### src/hw/rtl/gsc_ram.sv
// ----------------------------------------------------------------------------
// gsc_ram
// Generic simple dual-port RAM with one write port and a registered read.
// ----------------------------------------------------------------------------
module gsc_ram #(
	parameter int unsigned WIDTH = 16,
	parameter int unsigned DEPTH = 256
) (
	input  logic                     clk,
	input  logic                     we,
	input  logic [$clog2(DEPTH)-1:0] waddr,
	input  logic [WIDTH-1:0]         wdata,
	input  logic [$clog2(DEPTH)-1:0] raddr,
	output logic [WIDTH-1:0]         rdata
);

	logic [WIDTH-1:0] mem_q [DEPTH];

	always_ff @(posedge clk) begin
		if (we) begin
			mem_q[waddr] <= wdata;
		end
		rdata <= mem_q[raddr];
	end

endmodule

### config.mk
export PLATFORM = sky130hd
export DESIGN_NAME = gsc_ram
export DESIGN_NICKNAME = d
export VERILOG_FILES = /design/src/hw/rtl/gsc_ram.sv
export SDC_FILE = /design/constraint.sdc
export NUM_CORES = 2
export LEC_CHECK = 0
export BUFFER_PORTS_ARGS = -buffer_cell sky130_fd_sc_hd__buf_2
export CORE_MARGIN = 4
export CORE_UTILIZATION = 50
export DETAILED_ROUTE_END_ITERATION = 10
export PLACE_DENSITY = 0.71
export SLEW_MARGIN = 0
export SYNTH_ARGS = -nofsm -noshare
export SYNTH_HDL_FRONTEND = slang
export SYNTH_SLANG_ARGS = --single-unit
### constraint.sdc
create_clock -name clk -period 3.8 [get_ports clk]
set_clock_uncertainty 0.15 [all_clocks]
set_input_delay 0.57 -clock clk [delete_from_list [all_inputs] [get_ports clk]]
set_output_delay 0.57 -clock clk [all_outputs]
set_load 0.005 [all_outputs]
Word level (Yosys, flattened, before mapping). Memory sizes are Yosys's and may differ from the RTL's. A register that Yosys moved wholly into a read port is not among the register bits. Cells that the tools add are included.

Flip-flop bits (word level): 0. Memory bits (writable): 4096. Output and inout port bits: 16. Memories: 1.

Multiplexer cells: 2.

Memories: mem_q (depth 256, width 16, read ports 1, clocked after memory_dff 1, write ports 1, line 17) `logic [WIDTH-1:0] mem_q [DEPTH];`.

Operator list (count): 2-to-1 mux 1 bit (2).

Longest topological paths before layout.
Depth after elaboration: 2. Mapped depth: 12. Gate-level depth less buffers: 6.

Least setup slack after synthesis. OpenSTA, ideal clock, no wires.

Kind: input -> register. Start point: input port waddr[3]. End point: memory mem_q[235][0] (enable). Arrival time: 2.347 ns. Data required time: 3.262 ns. Path slack: 0.915 ns. Stages on the path: 6. Buffers on the path: 3. Cell sequence: clkbuf_1 nor2b_1 clkbuf_1 nand4_1 clkbuf_1 nor2_1.

RTL lines: start: declaration (line 11) `input logic [$clog2(DEPTH)-1:0] waddr,`; end: declaration (line 17).

No word-level cell before the write port.

==> results.toml <==
[clock_network]
htreeDepth = 5
clockRootBuffer = "clkbuf_16"
cts_sinks = 4112
cts_max_path_buffers = 4
cts_tree = "done"
worstSkewPairLatency_ps = 980
clk_pin_slew_ps = 60
cts_setup_buffers = 0
cts_resized = 0
cts_inserted_buffers = 396

[routing]
drt-wirelength-per-cell_um = 32.5
dr.first_iter.drc_count = 11600
wirelength_met1_mm = 149
wl_met2_mm = 197
routed-wl-met3_mm = 45.7
route.detailed.drc = 0
wirelength_mm = 410
dr.pass1.iters = 7
highest_layer = "met5"
antenna_left = 0
viasPerCell = 6.40
num_vias = 80700

[logic_synthesis]
synth.top_cells.by_count = "edfxtp_1 (4,096), mux4_2 (797), mux2i_1 (565)"
ys.flop_type = "edfxtp_1"
synth_top_family_by_area = "multiplexers"
yosysWarnings = 0
synth_cell_types = 52
ys_seq_area_share_pct = 77.7
synthCells = 7360
synth.most_common_cell = "edfxtp_1"
synth_edf_count = 4096
synth-simple-area-share_pct = 1.57
synth_top_area_share_pct = 77.5
yosysTopAreaCell = "edfxtp_1"
netlist_top_cells_area = "edfxtp_1 (77%), mux4_2 (11%), mux2i_1 (3.6%)"
syn_area_per_cell_um2 = 21.6
synthAdderAreaFrac_pct = 0
synth_compound_gate_area_share_pct = 3.54
syn_area_mm2 = 0.159
synthesis.nets = 7394
synth_seq_cells = 4112
synth-async-reset-ratio_pct = 0
synth_xor_area_share_pct = 0
synth.area.mux_share_pct = 15.5

[worst_setup_path]
worst_path_largest_cell_delay_ps = 840
cp-start-kind = "input port"
required_ps = 4480
worstPathArrival_ps = 3880
criticalPathCategory = "input port to flip-flop"
cp_slowest_cell = "o32ai_1"
path_max_fanout = 13
path_cells = "buf_12 -> buf_12 -> buf_4 -> mux4_2 -> mux4_2 -> a22o_1 -> o32ai_1 -> buf_4 -> nor4_1"
endpoint_kind = "flip-flop"

[final_layout]
syn2layout_area_growth_pct = 14.7
nets = 8154
n_fill_cell = 22300
layout-drive-gt1-share_pct = 27.0
fin_util_pct = 57.7

[pwr]
ir_drop_mv = 0.391
p_sw_mw = 20.1
swShare_pct = 21.2
seqPwrFrac_pct = 52.9
pwr-share-comb_pct = 5.2
p_per_area_mw_per_mm2 = 520
clkPwrFrac_pct = 41.9
intPower_mw = 74.6
p_leak_nw = 58.5

[timing]
setup_viol = 0
maxSlewViolCount = 0
fin_setup_tns_ps = 0
rsz0062_at_grt = "false"
period_minus_slack_ps = 3200
timing.fmax_mhz = 313
worst_pin_slew_ps = 1220
hold_viol_final = 0
period_share_pct = 84.2
slew_headroom_pct = 17.8

[floorplan]
io_pins = 50
die-area_mm2 = 0.327
core-area_mm2 = 0.315
die_w_um = 571
rows = 206
die_h_um = 571
start_util_pct = 50.3

[grt]
grt_max_degree = 118
grt_use_total_pct = 25.0
grt_first_pass_wirelength_mm = 587
grt_pass1_vias = 80300
antenna_found_initial = 27
grt_overflow = 0

[worst_hold_path]
min-delay-path-class = "input port to flip-flop"

[placed_design]
place_hpwl_mm = 252
io_buffers = 49
routabilityCongestion = 0.895

[job]
max-cap-violations = 0

[run_status]
run_status = "complete, no violations"
==> worst max-delay path, delay by kind of cell <==
kind	cells	cell delay, ps
AOI/OAI and AO/OA	2	1210
muxes	2	1080
buffers and inverters	4	930
and+or+nand+nor	1	50
==> power by group through the flow <==
| stage | Combinational (mW) | Sequential (mW) | Clock (mW) |
|---|---|---|---|
| after floorplan | 2.47 | 51.0 | 0 |
| after detailed placement | 4.86 | 51.0 | 0 |
| after global routing | 5.12 | 50.1 | 42.2 |
| after global placement | 4.75 | 51.0 | 0 |
| after CTS | 4.89 | 50.1 | 40.1 |
| final | 4.92 | 50.1 | 39.7 |
==> worst paths after layout <==
path                                              start                     end  slack [ps]  depth (start not counted)
worst min register to register  mem_q[234][6]$_DFFE_PP_        rdata[6]$_DFF_P_         870                          6
worst max register to register  mem_q[62][14]$_DFFE_PP_       rdata[14]$_DFF_P_         630                          6
worst min-delay path                           wdata[7]  mem_q[62][7]$_DFFE_PP_          20                          1
worst max-delay path                           raddr[0]       rdata[14]$_DFF_P_         600                          9
==> cell type report <==
class	instances	area, um^2	share of cell area, %
antenna	12	30.0	0.0165
clock buffer	485	10300	5.67
clock inverter	243	2870	1.58
inverter	4	27.5	0.0151
multi-input combinational	2792	32800	18.0
sequential	4112	123000	67.8
tap	4160	5200	2.86
timing repair buffer	814	7390	4.06
==> layout by cell type, fill, tap and decap left out, types with 90 or more instances in the layout <==
master     instances
o22ai_1          148
clkbuf_16        397
clkinv_1          92
nor3_1            90
nor2_1           286
buf_4            657
o221ai_1         252
buf_12            94
mux4_2           797
mux2i_1          565
a21oi_1          175
edfxtp_1        4096
==> repair_timing <==
item / in CTS / in global routing
hold endpoints to repair: 337 / 0
hold buffers: 15 / 0
setup endpoints to repair: 0 / 0
==> cells by family after synthesis <==
| kind of cell | after synthesis |
|---|---|
| DFF | 4112 |
| muxes | 1450 |
| AOI/OAI and AO/OA | 786 |
| and+or+nand+nor | 556 |
| buffers and inverters | 456 |
==> stage by stage <==
stage	hold WS (ps)	instance area [um^2]	instances	total power, mW	setup WS (ps)
finish	15.1	182000	12600	94.7	601
global route	9.46	182000	12600	97.4	593
CTS	16.0	182000	12600	95.1	572
detailed placement	810	169000	11900	55.9	-382
global placement	804	169000	11900	55.8	-414
floorplan	519	159000	7360	53.5	915
==> sequential cells by signal (all words and copies together) (netlist names) <==
| register | count |
|---|---|
| rdata | 16 |
| mem_q | 4096 |
==> routing by layer <==
| layer | vias up | GRT usage (%) |
|---|---|---|
| met5 | - | 0 |
| met4 | 12 | 10.1 |
| met3 | 790 | 5.35 |
| met2 | 5019 | 39.5 |
| met1 | 42100 | 34.2 |
| li1 | 32800 | - |
Note: power is estimated with default switching activity, not from simulation.
